[src/hw/rtl/bwc_pkg.sv]
// Block witness checker: shared types, constants and the CRC-32C byte step.
package bwc_pkg;

    localparam logic [31:0] CRC32C_POLY_REFL = 32'h82F63B78;
    localparam int unsigned LANE_COUNT       = 4;
    localparam int unsigned BITS_PER_BYTE    = 8;
    localparam int unsigned LANE_W           = $clog2(LANE_COUNT);

    // witness_kind register codes
    localparam logic WK_XOR_FOLD = 1'b0;
    localparam logic WK_CRC32C   = 1'b1;

    // One request as held in the input register
    typedef struct packed {
        logic        valid;
        logic [7:0]  data_byte;
        logic        has_byte;
        logic        first_of_block;
        logic        first_of_segment;
        logic        last_of_block;
        logic [31:0] expected_witness;
    } t_step;

    typedef struct packed {
        logic [31:0] computed_witness;
        logic        witness_ok;
    } t_result;

    // Reflected CRC-32C over one byte; value kept in finished (inverted) form.
    function automatic logic [31:0] crc_byte_step(input logic [31:0] finished,
                                                  input logic [7:0]  data);
        logic [31:0] crc;
        crc = ~finished ^ {24'd0, data};
        for (int b = 0; b < BITS_PER_BYTE; b++) begin
            crc = crc[0] ? ((crc >> 1) ^ CRC32C_POLY_REFL) : (crc >> 1);
        end
        return ~crc;
    endfunction

endpackage

[src/hw/rtl/bwc_if.sv]
// Valid/ready stream interfaces for the block witness checker.
interface bwc_in_if;
    logic        valid;
    logic        ready;
    logic [7:0]  data_byte;
    logic        has_byte;
    logic        first_of_block;
    logic        first_of_segment;
    logic        last_of_block;
    logic [31:0] expected_witness;

    modport source (output valid, data_byte, has_byte, first_of_block,
                    first_of_segment, last_of_block, expected_witness,
                    input ready);
    modport sink (input valid, data_byte, has_byte, first_of_block,
                  first_of_segment, last_of_block, expected_witness,
                  output ready);
endinterface

interface bwc_out_if;
    logic        valid;
    logic        ready;
    logic [31:0] computed_witness;
    logic        witness_ok;

    modport source (output valid, computed_witness, witness_ok, input ready);
    modport sink (input valid, computed_witness, witness_ok, output ready);
endinterface

[src/hw/rtl/bwc_witness_unit.sv]
// Running witness state and its combinational update per request.
module bwc_witness_unit
    import bwc_pkg::*;
(
    input  logic    i_clk,
    input  logic    i_rst_n,
    input  logic    i_kind,
    input  t_step   i_step,
    output t_result o_result
);

    logic [31:0]     r_running, n_running;
    logic [LANE_W-1:0] r_lane, n_lane;
    logic [31:0]     base;
    logic [LANE_W-1:0] lane;
    logic [31:0]     folded;

    always_comb begin
        base = i_step.first_of_block ? 32'd0 : r_running;
        lane = (i_step.first_of_block || i_step.first_of_segment) ? '0 : r_lane;
        folded = base ^ ({24'd0, i_step.data_byte} << ({3'd0, lane} * 5'd8));
        n_running = base;
        n_lane    = lane;
        if (i_step.has_byte) begin
            n_running = (i_kind == WK_CRC32C) ? crc_byte_step(base, i_step.data_byte)
                                              : folded;
            n_lane    = lane + LANE_W'(1);
        end
        o_result.computed_witness = n_running;
        o_result.witness_ok       = (n_running == i_step.expected_witness);
    end

    always_ff @(posedge i_clk) begin
        if (!i_rst_n) begin
            r_running <= '0;
            r_lane    <= '0;
        end else if (i_step.valid) begin
            r_running <= n_running;
            r_lane    <= n_lane;
        end
    end

endmodule

[src/hw/rtl/bwc_out_reg.sv]
// Result register driving the output stream.
module bwc_out_reg
    import bwc_pkg::*;
(
    input  logic             i_clk,
    input  logic             i_rst_n,
    input  logic             i_load,
    input  t_result          i_result,
    output logic             o_busy,
    bwc_out_if.source        o_out
);

    logic    r_valid;
    t_result r_data;

    // busy: a result is held and not taken this cycle
    assign o_busy                 = r_valid && !o_out.ready;
    assign o_out.valid            = r_valid;
    assign o_out.computed_witness = r_data.computed_witness;
    assign o_out.witness_ok       = r_data.witness_ok;

    always_ff @(posedge i_clk) begin
        if (!i_rst_n) begin
            r_valid <= 1'b0;
        end else if (i_load) begin
            r_valid <= 1'b1;
        end else if (o_out.ready) begin
            r_valid <= 1'b0;
        end
    end

    always_ff @(posedge i_clk) begin
        if (i_load) begin
            r_data <= i_result;
        end
    end

endmodule

[src/hw/rtl/block_witness_checker_core.sv]
// Block witness checker top level: input register, witness update, result register.
// Takes one request per cycle and folds its byte into a 32-bit witness, either
// reflected CRC-32C (inverted init and output, continuous over the whole block)
// or an XOR fold into byte lanes that restart at each segment. A request flagged
// last_of_block yields one result, through the input register and then the
// result register; other requests yield none. The update is a single unrolled 8-bit
// CRC step, so the sustained rate is one request per cycle; input ready drops only in
// reset or while a last request sits in the input register behind an untaken result.
// witness_kind resets to CRC-32C and should be written only while idle.
module block_witness_checker_core
    import bwc_pkg::*;
(
    input  logic        i_clk,
    input  logic        i_rst_n,
    input  logic        i_cfg_wr_en,
    input  logic        i_cfg_wr_data,
    bwc_in_if.sink      i_in,
    bwc_out_if.source   o_out
);

    logic    r_witness_kind;
    t_step   r_in;
    t_step   step;
    t_result result;
    logic    out_busy;
    logic    advance;
    logic    accept;

    assign advance  = r_in.valid && !(r_in.last_of_block && out_busy);
    assign i_in.ready = i_rst_n && (!r_in.valid || advance);
    assign accept   = i_in.valid && i_in.ready;

    always_comb begin
        step       = r_in;
        step.valid = advance;
    end

    always_ff @(posedge i_clk) begin
        if (!i_rst_n) begin
            r_witness_kind <= WK_CRC32C;
        end else if (i_cfg_wr_en) begin
            r_witness_kind <= i_cfg_wr_data;
        end
    end

    // accept is held low in reset, so the payload needs no reset of its own
    always_ff @(posedge i_clk) begin
        if (!i_rst_n) begin
            r_in.valid <= 1'b0;
        end else if (accept) begin
            r_in.valid <= 1'b1;
        end else if (advance) begin
            r_in.valid <= 1'b0;
        end
        if (accept) begin
            r_in.data_byte        <= i_in.data_byte;
            r_in.has_byte         <= i_in.has_byte;
            r_in.first_of_block   <= i_in.first_of_block;
            r_in.first_of_segment <= i_in.first_of_segment;
            r_in.last_of_block    <= i_in.last_of_block;
            r_in.expected_witness <= i_in.expected_witness;
        end
    end

    bwc_witness_unit u_unit (
        .i_clk    (i_clk),
        .i_rst_n  (i_rst_n),
        .i_kind   (r_witness_kind),
        .i_step   (step),
        .o_result (result)
    );

    bwc_out_reg u_out (
        .i_clk    (i_clk),
        .i_rst_n  (i_rst_n),
        .i_load   (advance && r_in.last_of_block),
        .i_result (result),
        .o_busy   (out_busy),
        .o_out    (o_out)
    );

endmodule

[src/flat_wrapper.sv]
// flat-port wrapper written by rule: the top's interface ports become plain ports
module block_witness_checker_core_flat import bwc_pkg::*;
  (i_clk, i_rst_n, i_cfg_wr_en, i_cfg_wr_data, i_in_valid, i_in_data_byte, i_in_has_byte, i_in_first_of_block, i_in_first_of_segment, i_in_last_of_block, i_in_expected_witness, i_in_ready, o_out_valid, o_out_computed_witness, o_out_witness_ok, o_out_ready);
  bwc_in_if i_in_i ();
  bwc_out_if o_out_i ();
  input  logic i_clk;
  input  logic i_rst_n;
  input  logic i_cfg_wr_en;
  input  logic i_cfg_wr_data;
  input wire logic [$bits(i_in_i.valid)-1:0] i_in_valid;
  input wire logic [$bits(i_in_i.data_byte)-1:0] i_in_data_byte;
  input wire logic [$bits(i_in_i.has_byte)-1:0] i_in_has_byte;
  input wire logic [$bits(i_in_i.first_of_block)-1:0] i_in_first_of_block;
  input wire logic [$bits(i_in_i.first_of_segment)-1:0] i_in_first_of_segment;
  input wire logic [$bits(i_in_i.last_of_block)-1:0] i_in_last_of_block;
  input wire logic [$bits(i_in_i.expected_witness)-1:0] i_in_expected_witness;
  output wire logic [$bits(i_in_i.ready)-1:0] i_in_ready;
  output wire logic [$bits(o_out_i.valid)-1:0] o_out_valid;
  output wire logic [$bits(o_out_i.computed_witness)-1:0] o_out_computed_witness;
  output wire logic [$bits(o_out_i.witness_ok)-1:0] o_out_witness_ok;
  input wire logic [$bits(o_out_i.ready)-1:0] o_out_ready;
  assign i_in_i.valid = i_in_valid;
  assign i_in_i.data_byte = i_in_data_byte;
  assign i_in_i.has_byte = i_in_has_byte;
  assign i_in_i.first_of_block = i_in_first_of_block;
  assign i_in_i.first_of_segment = i_in_first_of_segment;
  assign i_in_i.last_of_block = i_in_last_of_block;
  assign i_in_i.expected_witness = i_in_expected_witness;
  assign i_in_ready = i_in_i.ready;
  assign o_out_valid = o_out_i.valid;
  assign o_out_computed_witness = o_out_i.computed_witness;
  assign o_out_witness_ok = o_out_i.witness_ok;
  assign o_out_i.ready = o_out_ready;
  block_witness_checker_core u_core (.i_clk(i_clk), .i_rst_n(i_rst_n), .i_cfg_wr_en(i_cfg_wr_en), .i_cfg_wr_data(i_cfg_wr_data), .i_in(i_in_i), .o_out(o_out_i));
endmodule
[config.mk]
export PLATFORM = sky130hd
export DESIGN_NAME = block_witness_checker_core_flat
export DESIGN_NICKNAME = d
export VERILOG_FILES = /design/src/hw/rtl/bwc_pkg.sv /design/src/hw/rtl/bwc_if.sv /design/src/hw/rtl/bwc_witness_unit.sv /design/src/hw/rtl/bwc_out_reg.sv /design/src/hw/rtl/block_witness_checker_core.sv /design/src/flat_wrapper.sv
export SDC_FILE = /design/constraint.sdc
export NUM_CORES = 1
export LEC_CHECK = 0
export BUFFER_PORTS_ARGS = -buffer_cell sky130_fd_sc_hd__buf_2
export CAP_MARGIN = 20
export CORE_ASPECT_RATIO = 1.75
export CORE_UTILIZATION = 40
export DETAILED_ROUTE_END_ITERATION = 10
export RECOVER_POWER = 25
export REMOVE_ABC_BUFFERS = 1
export SLEW_MARGIN = 40
export SYNTH_ARGS = -nofsm -noshare
export SYNTH_HDL_FRONTEND = slang
export SYNTH_SLANG_ARGS = --single-unit
[constraint.sdc]
create_clock -name i_clk -period 8.2 [get_ports i_clk]
set_input_delay 1.23 -clock i_clk [delete_from_list [all_inputs] [get_ports i_clk]]
set_output_delay 1.23 -clock i_clk [all_outputs]
set_load 0.005 [all_outputs]
==> impl_metrics.py, run 1 <==
metrics = {
    "run_status": {
        "outcome": "finished, violations left",
        "violations": "capacitance limit, slew limit",
    },
    "logic_synthesis": {
        "seq_area_frac_synth": 0.398,
        "postSynthCellCount": 797,
        "avgSynthCellArea_um2": 9.63,
        "synth_area_leaders": "edfxtp_1, dfxtp_1, xnor2_1, xnor3_1, nand2_1",
        "async_flop_share": 0,
        "yosys.area.top_type": "edfxtp_1",
        "syn-cell-area_mm2": 0.00768,
        "ys.flop_type": "edfxtp_1",
        "yosys_warnings": 0,
        "synth_edf_count": 77,
        "yosysTopAreaCellShare": 0.301,
        "synth.distinct_cells": 77,
        "synth_seq_cells": 114,
    },
    "sta": {
        "finClkSkew_ns": 0.00963,
        "hold_viol_final": 0,
        "setup-tns-final_ns": 0,
        "slew_headroom": -0.364,
        "finalSetupViolCount": 0,
        "fmax_mhz": 238,
        "fin_crit_sh": 0.512,
        "rsz0062_at_grt": "false",
        "drv_slew": 75,
        "fin_crit_ns": 4.20,
        "worst_pin_slew_ns": 2.05,
    },
    "finish": {
        "drive_above_1_share": 0.171,
        "syn2layout_area_growth_pct": 16.9,
        "num-nets-final": 903,
        "final_util": 0.481,
        "regArea_mm2": 0.00305,
        "diodes": 0,
        "fin_cells": 1104,
        "fillerInstances": 1857,
        "postLayoutCellArea_mm2": 0.00897,
        "multiInputGateArea_mm2": 0.00431,
    },
    "clocking": {
        "cts_setup_buffers": 0,
        "cts_resized": 0,
        "clk_latency_ns": 0.44,
        "cts_buffers": 17,
        "htree_levels": 4,
        "ctsHoldBuffers": 0,
        "cts.sink_count": 114,
        "cts_tree": "yes",
        "clk_path_buf_depth": 2,
        "cts-root-buf": "clkbuf_16",
        "clk_pin_slew_ns": 0.05,
    },
    "route": {
        "antenna_left": 0,
        "first_pass_iters": 8,
        "wl_per_cell_um": 24.1,
        "vias": 6432,
        "drc": 0,
        "routed_via_density": 5.83,
        "drt-total-wl_um": 26600,
        "drtIter0Drc": 579,
    },
    "pwr": {
        "power_frac_comb": 0.229,
        "power_density_mw_per_mm2": 232,
        "p_leak_nw": 3.36,
        "swShare": 0.276,
        "power_mw": 2.08,
        "seqPwrFrac": 0.329,
        "vdd_drop_max_uv": 153,
        "p_int_mw": 1.51,
        "p_clk_frac": 0.441,
        "power_switching_mw": 0.574,
    },
    "floorplanning": {
        "rows": 66,
        "io_pins": 85,
        "coreArea_mm2": 0.0187,
        "die_width_um": 107,
        "start_util": 0.411,
        "dieArea_mm2": 0.0198,
        "die_h_um": 185,
    },
    "worst_setup_path": {
        "cpPeakStageDelay_ns": 1.24,
        "cp_slowest_cell": "clkbuf_1",
        "endpoint_kind": "output pin",
        "required_ns": 6.97,
        "path_max_fanout": 39,
        "cp_cell_sequence": "buf_2, clkbuf_1, and2_1, buf_2",
        "cp_common_cell": "buf_2",
        "worstSetupPathType": "input port to output pin",
        "cp-start-kind": "input port",
        "crit_arrival_ns": 2.97,
    },
    "global_routing": {
        "grt_pass1_vias": 6256,
        "grt-ovfl-total": 0,
        "antenna_found_initial": 0,
        "grt_pass1_wl_um": 39400,
        "grt_max_degree": 57,
        "gr-usage-all-layers": 0.282,
    },
    "hold_path": {
        "min_path_type": "flip-flop to flip-flop",
    },
    "place": {
        "gp_congestion": 1.01,
        "port_buffers": 84,
        "placed_cell_area_mm2": 0.00825,
        "dp_hpwl_um": 19100,
        "placedCellCount": 1072,
    },
    "run": {
        "max_cap_violations": 2,
    },
}
[final cells by class]
type / count / area share
clock buffers: 19 / 0.0505
clock inverters: 13 / 0.0311
inverters: 17 / 0.00711
multi-input cells: 606 / 0.481
flip-flops and latches: 114 / 0.340
well taps: 238 / 0.0332
repair buffers: 97 / 0.0573
[state kept, by name, indices dropped and copies added (netlist names)]
register / cells
u_core.u_unit.r_lane: 2
u_core.u_out.o_out.witness_ok: 1
u_core.u_out.o_out.valid: 1
u_core.r_witness_kind: 1
u_core.u_unit.r_running: 32
u_core.u_out.o_out.computed_witness: 32
u_core.r_in: 45
[per-stage QoR]
stage,hold slack [ns],setup slack (ns)
after floorplan,0.439,3.99
after global placement,0.450,4.07
after detailed placement,0.459,4.09
after CTS,0.468,4.07
after global routing,0.513,3.86
final,0.472,4.00
[Yosys cell counts, types with 19 or more instances]
| cell type | count |
|---|---|
| a21boi_0 | 25 |
| a21oi_1 | 43 |
| clkbuf_1 | 34 |
| dfxtp_1 | 37 |
| edfxtp_1 | 77 |
| nand2_1 | 98 |
| nor2_1 | 69 |
| nor2b_1 | 23 |
| o21ai_0 | 24 |
| xnor2_1 | 83 |
| xnor3_1 | 19 |
| xor2_1 | 23 |
[cells by family after synthesis]
logic type	count (synthesis)	synth area share
AOI/OAI and AO/OA	177	0.158
muxes	14	0.0191
and+or+nand+nor	281	0.179
xor gates and xnor gates	134	0.203
buffers and inverters	77	0.0438
DFF	114	0.398
[power groups by stage]
stage                     Sequential, mW  Combinational, mW  Clock, mW
after global routing               0.688              0.508      0.955
after CTS                          0.685              0.474      0.933
final                              0.686              0.478      0.919
after detailed placement           0.697              0.472          0
after global placement             0.697              0.472          0
after floorplan                    0.690              0.325          0
[cell usage in the layout, fill, tap and decap left out, drive strengths merged, types with 8 or more instances in the layout]
cell,Yosys,layout
nand3,11,11
mux2i,12,12
nor3,11,11
nor3b,10,10
nand2,98,98
buf,25,96
nand4,14,14
clkbuf,35,20
xor2,23,23
o21ai,27,27
xnor3,19,19
a21boi,25,25
bufinv,0,8
edfxtp,77,77
dfxtp,37,37
xnor2,88,88
inv,17,17
a31oi,8,8
nor2,70,70
nor2b,24,24
a21oi,43,43
[path summary, 6_finish.rpt]
path                                             startpoint                       endpoint  slack, ns  cells after the start
worst max-delay path                                i_rst_n                     i_in_ready       4.00                      4
worst min-delay path            u_core.u_unit.r_running[13]    u_core.u_unit.r_running[13]       0.47                      2
worst max register to register              u_core.r_in[34]  u_core.u_out.o_out.witness_ok       4.08                     10
worst min register to register  u_core.u_unit.r_running[13]    u_core.u_unit.r_running[13]       0.47                      2
[metal layers]
layer  part of all wire  up-vias  track usage
li1                   -     2959            -
met1               0.36     3097        0.303
met2               0.53      301        0.509
met3              0.054       75       0.0443
met4              0.059        0        0.174
met5                  0        -            0
[critical path: cells and delay by family]
family                 cells  cell delay [ns]
buffers and inverters      3             1.43
and+or+nand+nor            1             0.26
Note: power is estimated with default switching activity, not from simulation.
==> inputs of run 2 (changes only) <==
Clock period 8.2 ns to 3.4 ns, I/O delays scaled along.
==> run 2 against run 1 <==
  * The run now ends clean
  * Sequential share of layout area decreased by 3.1 points
  * Combinational power rose to 2.9 times the previous value
  * Highest routed layer unchanged
  * Critical endpoint is now u_core.u_out.o_out.witness_ok
  * Die area stayed put
  * Utilization grew 4.9 points
  * Cell area increased by 10%
  * Sequential power grew 140%
==> impl_metrics.py, run 2 (synthesized netlist as in run 1, its figures left out) <==
metrics = {
    "place": {
        "gp_congestion": 1.06,
        "placedCellCount": 1171,
        "placed_cell_area_mm2": 0.00902,
        "port_buffers": 84,
        "dp_hpwl_um": 22800,
        "place_ws_ns": -0.0641,
    },
    "clocking": {
        "htree_levels": 4,
        "cts_tree": "yes",
        "clk_latency_ns": 0.43,
        "cts_buffers": 17,
        "cts.sink_count": 114,
        "cts-root-buf": "clkbuf_16",
        "clk_pin_slew_ns": 0.06,
        "ctsHoldBuffers": 0,
        "clk_path_buf_depth": 2,
    },
    "floorplanning": {
        "dieArea_mm2": 0.0198,
        "io_pins": 85,
        "start_util": 0.411,
        "die_h_um": 185,
        "coreArea_mm2": 0.0187,
        "rows": 66,
        "die_width_um": 107,
    },
    "sta": {
        "hold_slack_ns": 0.251,
        "rsz0062_at_grt": "true",
        "fin_crit_sh": 0.983,
        "fmax_mhz": 299,
        "finalWorstSetupSlack_ns": 0.0582,
        "slew_headroom": 0.424,
        "worst_pin_slew_ns": 0.859,
        "finalSetupViolCount": 0,
        "hold_viol_final": 0,
        "drv_slew": 0,
        "finClkSkew_ns": 0.00981,
        "fin_crit_ns": 3.34,
    },
    "finish": {
        "layout_commonest_cell": "buf_4",
        "largest_register": "u_core.r_in",
        "syn2layout_area_growth_pct": 28.7,
        "fillerInstances": 1824,
        "largest_register_ffs": 45,
        "drive_above_1_share": 0.286,
        "num-nets-final": 1007,
        "fin_cells": 1208,
        "diodes": 0,
        "mostFrequentLayoutCells": "buf_4, nand2_1, buf_2, edfxtp_1, xnor2_1",
        "postLayoutCellArea_mm2": 0.00988,
    },
    "route": {
        "wl_per_cell_um": 24.2,
        "vias": 6840,
        "routed_via_density": 5.66,
        "drc": 0,
        "met2_length_um": 15100,
        "drt-met1-wl_um": 10400,
        "drtIter0Drc": 446,
        "antenna_left": 0,
        "routed-wl-met3_um": 1400,
        "top_layer": "met4",
        "first_pass_iters": 7,
        "drt-total-wl_um": 29300,
    },
    "global_routing": {
        "grt_pass1_wl_um": 42600,
        "grt_max_degree": 39,
        "gr-usage-all-layers": 0.307,
        "grt_pass1_vias": 6837,
        "antenna_found_initial": 0,
        "grt-ovfl-total": 0,
    },
    "run": {
        "max_cap_violations": 0,
    },
    "run_status": {
        "outcome": "finished, final reports clean",
    },
    "worst_setup_path": {
        "cpPeakStageDelay_ns": 0.43,
        "path_max_fanout": 19,
        "cp-start-kind": "flip-flop",
        "cp_slowest_cell": "edfxtp_1",
        "required_ns": 3.66,
        "cp_cell_sequence": "buf_12, nand2b_1, xnor2_1, nor4_1, a41oi_1, a221oi_2, buf_4, nand4_1, nor4_2, buf_4, nand4b_1, nor4_2",
        "worstSetupPathType": "flip-flop to flip-flop",
        "crit_arrival_ns": 3.61,
        "endpoint_kind": "flip-flop",
    },
    "pwr": {
        "p_leak_nw": 3.90,
        "power_density_mw_per_mm2": 512,
        "vdd_drop_max_uv": 429,
    },
    "hold_path": {
        "min_path_type": "input port to flip-flop",
    },
}
==> run 2: what timing repair did <==
action                                  4_1_cts  5_1_grt
buffers inserted                              0        5
endpoints found under the setup margin        1        1
pin swaps                                     0       10
gates resized for setup                       5       30
==> run 2: report_power, final <==
group	switching (mW)	leakage (nW)	total (mW)	internal (mW)
clock network	0.623	0.324	2.03	1.40
registers	0.0774	1.02	1.65	1.57
logic	0.714	2.55	1.39	0.677
==> run 2: critical path: cells and delay by family, from the launching register on <==
kind | cells | cell delay (ns)
buffers and inverters | 3 | 0.53
AO/OA/AOI/OAI | 2 | 0.54
XOR/XNOR | 1 | 0.21
AND/OR/NAND/NOR | 6 | 1.46
flip-flops | 1 | 0.43
==> run 2: layout make-up <==
type	count	area, um2	share of cell area
clock buffer	21	460	0.0466
inverter	17	67.6	0.00684
timing repair buffer	201	1340	0.136
clock inverter	11	206	0.0209
multi-input combinational	606	4450	0.451
sequential	114	3060	0.309
tap	238	298	0.0301
==> run 2: stage by stage <==
stage | power [mW] | TNS (ns) | utilization
after floorplan | 2.45 | -0.814 | -
after global placement | 3.01 | 0 | 0.483
after detailed placement | 3.01 | -0.0641 | 0.483
after CTS | 5.05 | 0 | 0.520
after global routing | 5.24 | -0.0433 | 0.530
final | 5.06 | 0 | 0.530
==> run 2: final timing paths <==
kind                                    start                            end  slack, ns  depth (start not counted)
hold / removal      i_in_expected_witness[12]                u_core.r_in[12]       0.25                          1
hold reg to reg   u_core.u_unit.r_running[27]    u_core.u_unit.r_running[27]       0.48                          2
setup reg to reg              u_core.r_in[34]  u_core.u_out.o_out.witness_ok       0.06                         12
setup / recovery              u_core.r_in[34]  u_core.u_out.o_out.witness_ok       0.06                         12
==> run 2: layer usage <==
layer / vias to the layer above / track usage
met5: - / 0
met4: 0 / 0.238
met3: 94 / 0.0464
met2: 269 / 0.546
met1: 3307 / 0.321
li1: 3170 / -
==> inputs of run 3 (changes only) <==
==> constraint.sdc (replaced) <==
create_clock -name i_clk -period 3.4 [get_ports i_clk]
set_input_delay 0.17 -clock i_clk [delete_from_list [all_inputs] [get_ports i_clk]]
set_output_delay 0.17 -clock i_clk [all_outputs]
set_load 0.005 [all_outputs]
==> run 3 against run 2 <==
  * Sequential power about the same
  * Highest routed layer unchanged
  * Total power is 3.3% lower
  * First-iteration DRC count up 4.0%
  * Via count increased by 4.1%
  * Combinational power about the same
  * Sequential cell count did not move
==> impl_metrics.py, run 3 (synthesized netlist as in run 1, its figures left out) <==
metrics = {
    "finish": {
        "final_util": 0.547,
        "fillerInstances": 1715,
        "layout_commonest_cell": "buf_4",
        "postLayoutCellArea_mm2": 0.0102,
        "num-nets-final": 1065,
        "diodes": 0,
        "drive_above_1_share": 0.254,
        "syn2layout_area_growth_pct": 32.9,
        "mostFrequentLayoutCells": "buf_4, nand2_1, xnor2_1, edfxtp_1, buf_2",
        "largest_register": "u_core.r_in",
        "largest_register_ffs": 45,
    },
    "place": {
        "dp_hpwl_um": 22600,
        "gp_congestion": 1.01,
        "port_buffers": 84,
        "placed_cell_area_mm2": 0.00900,
        "place_ws_ns": -0.0119,
    },
    "floorplanning": {
        "rows": 66,
        "dieArea_mm2": 0.0198,
        "io_pins": 85,
        "coreArea_mm2": 0.0187,
        "die_h_um": 185,
        "start_util": 0.411,
        "die_width_um": 107,
    },
    "clocking": {
        "clk_latency_ns": 0.44,
        "clk_pin_slew_ns": 0.06,
        "cts-root-buf": "clkbuf_16",
        "cts_buffers": 17,
        "htree_levels": 4,
        "cts.sink_count": 114,
        "cts_tree": "yes",
        "clk_path_buf_depth": 2,
    },
    "sta": {
        "slew_headroom": 0.411,
        "fin_crit_sh": 0.996,
        "drv_slew": 0,
        "finClkSkew_ns": 0.00780,
        "hold_slack_ns": 0.0924,
        "fin_crit_ns": 3.39,
        "rsz0062_at_grt": "true",
        "hold_viol_final": 0,
        "finalSetupViolCount": 0,
        "finalWorstSetupSlack_ns": 0.0143,
        "fmax_mhz": 295,
        "worst_pin_slew_ns": 0.878,
    },
    "worst_setup_path": {
        "r2r_cells": 12,
        "rrSetupSlack_ns": 0.01,
        "crit_arrival_ns": 3.66,
        "worstSetupPathType": "flip-flop to flip-flop",
        "r2r_start": "u_core.r_in[34]",
        "required_ns": 3.68,
        "r2r_end": "u_core.u_out.o_out.witness_ok",
        "path_max_fanout": 6,
        "cp-start-kind": "flip-flop",
        "endpoint_kind": "flip-flop",
    },
    "route": {
        "wl_per_cell_um": 23.7,
        "drtIter0Drc": 464,
        "first_pass_iters": 7,
        "vias": 7121,
        "drc": 0,
        "routed_via_density": 5.62,
        "drt-total-wl_um": 30000,
        "antenna_left": 0,
    },
    "hold_path": {
        "worstHoldStart": "o_out_ready",
        "min_path_type": "input port to flip-flop",
        "holdPathStages": 3,
        "whs_endpoint": "u_core.u_out.o_out.valid",
    },
    "run": {
        "max_cap_violations": 0,
    },
    "global_routing": {
        "gr-usage-all-layers": 0.316,
        "grt_max_degree": 39,
        "grt-ovfl-total": 0,
        "antenna_found_initial": 0,
        "grt_pass1_wl_um": 43700,
        "grt_pass1_vias": 7078,
    },
    "pwr": {
        "p_leak_nw": 4.04,
        "vdd_drop_max_uv": 318,
        "power_density_mw_per_mm2": 480,
    },
    "run_status": {
        "outcome": "finished, final reports clean",
    },
}
## run 3: layout make-up
type	instances	area, um2	share of cell area
tap	238	298	0.0292
clock buffer	19	443	0.0434
sequential	114	3050	0.299
inverter	17	63.8	0.00625
timing repair buffer	259	1840	0.181
multi-input combinational	606	4340	0.425
clock inverter	13	161	0.0158
## run 3: how the worst max path moves through the flow
stage	to	slack [ns]	cells past startpoint	startpoint
finish	u_core.u_out.o_out.witness_ok	0.01	12	u_core.r_in[34]
detailed placement	u_core.u_out.o_out.witness_ok	-0.01	11	u_core.u_unit.r_running[3]
CTS	u_core.u_out.o_out.witness_ok	0.03	12	u_core.r_in[34]
global route	u_core.u_out.o_out.witness_ok	-0.02	12	u_core.r_in[34]
floorplan	u_core.u_out.o_out.witness_ok	-0.81	9	u_core.r_in[34]
global placement	u_core.u_out.o_out.witness_ok	-0.09	11	u_core.u_unit.r_running[3]
## run 3: routing by layer
metal  GRT usage  part of all wire  vias up
met5           0                 0        -
li1            -                 -     3295
met3      0.0552             0.049      108
met1       0.328              0.35     3428
met4       0.244             0.079        0
met2       0.559              0.52      290
## run 3: repair_timing
action | 4_1_cts | 5_1_grt
endpoints found under the setup margin | 1 | 3
gates cloned | 0 | 1
gates resized for setup | 2 | 7
hold endpoints to repair | 46 | 0
pin swaps | 2 | 3
hold buffers | 47 | 0
setup buffers | 13 | 1
## run 3: per-stage QoR
stage | setup TNS [ns] | std cells | power, mW
after detailed placement | -0.0119 | 1173 | 3.00
after global routing | -0.0205 | 1266 | 5.07
after CTS | 0 | 1265 | 4.91
final | 0 | 1266 | 4.90
after global placement | -0.0894 | 1173 | 3.00
after floorplan | -0.814 | 737 | 2.45
## run 3: worst max-delay path: stages (launching register included)
cell and delay (ns):
edfxtp_1 0.44, buf_6 0.17, nor2b_1 0.28, xnor2_2 0.22
and3_1 0.25, a41oi_1 0.21, a221oi_1 0.33, buf_4 0.21
nand4_1 0.17, nor4_1 0.40, buf_4 0.17, nand4b_1 0.19
nor4_2 0.18
## run 3: power breakdown
group          leakage [nW]  switching [mW]  internal (mW)
registers              1.02          0.0734           1.57
logic                  2.73           0.713          0.705
clock network         0.285           0.670           1.17
total                  4.04            1.46           3.44
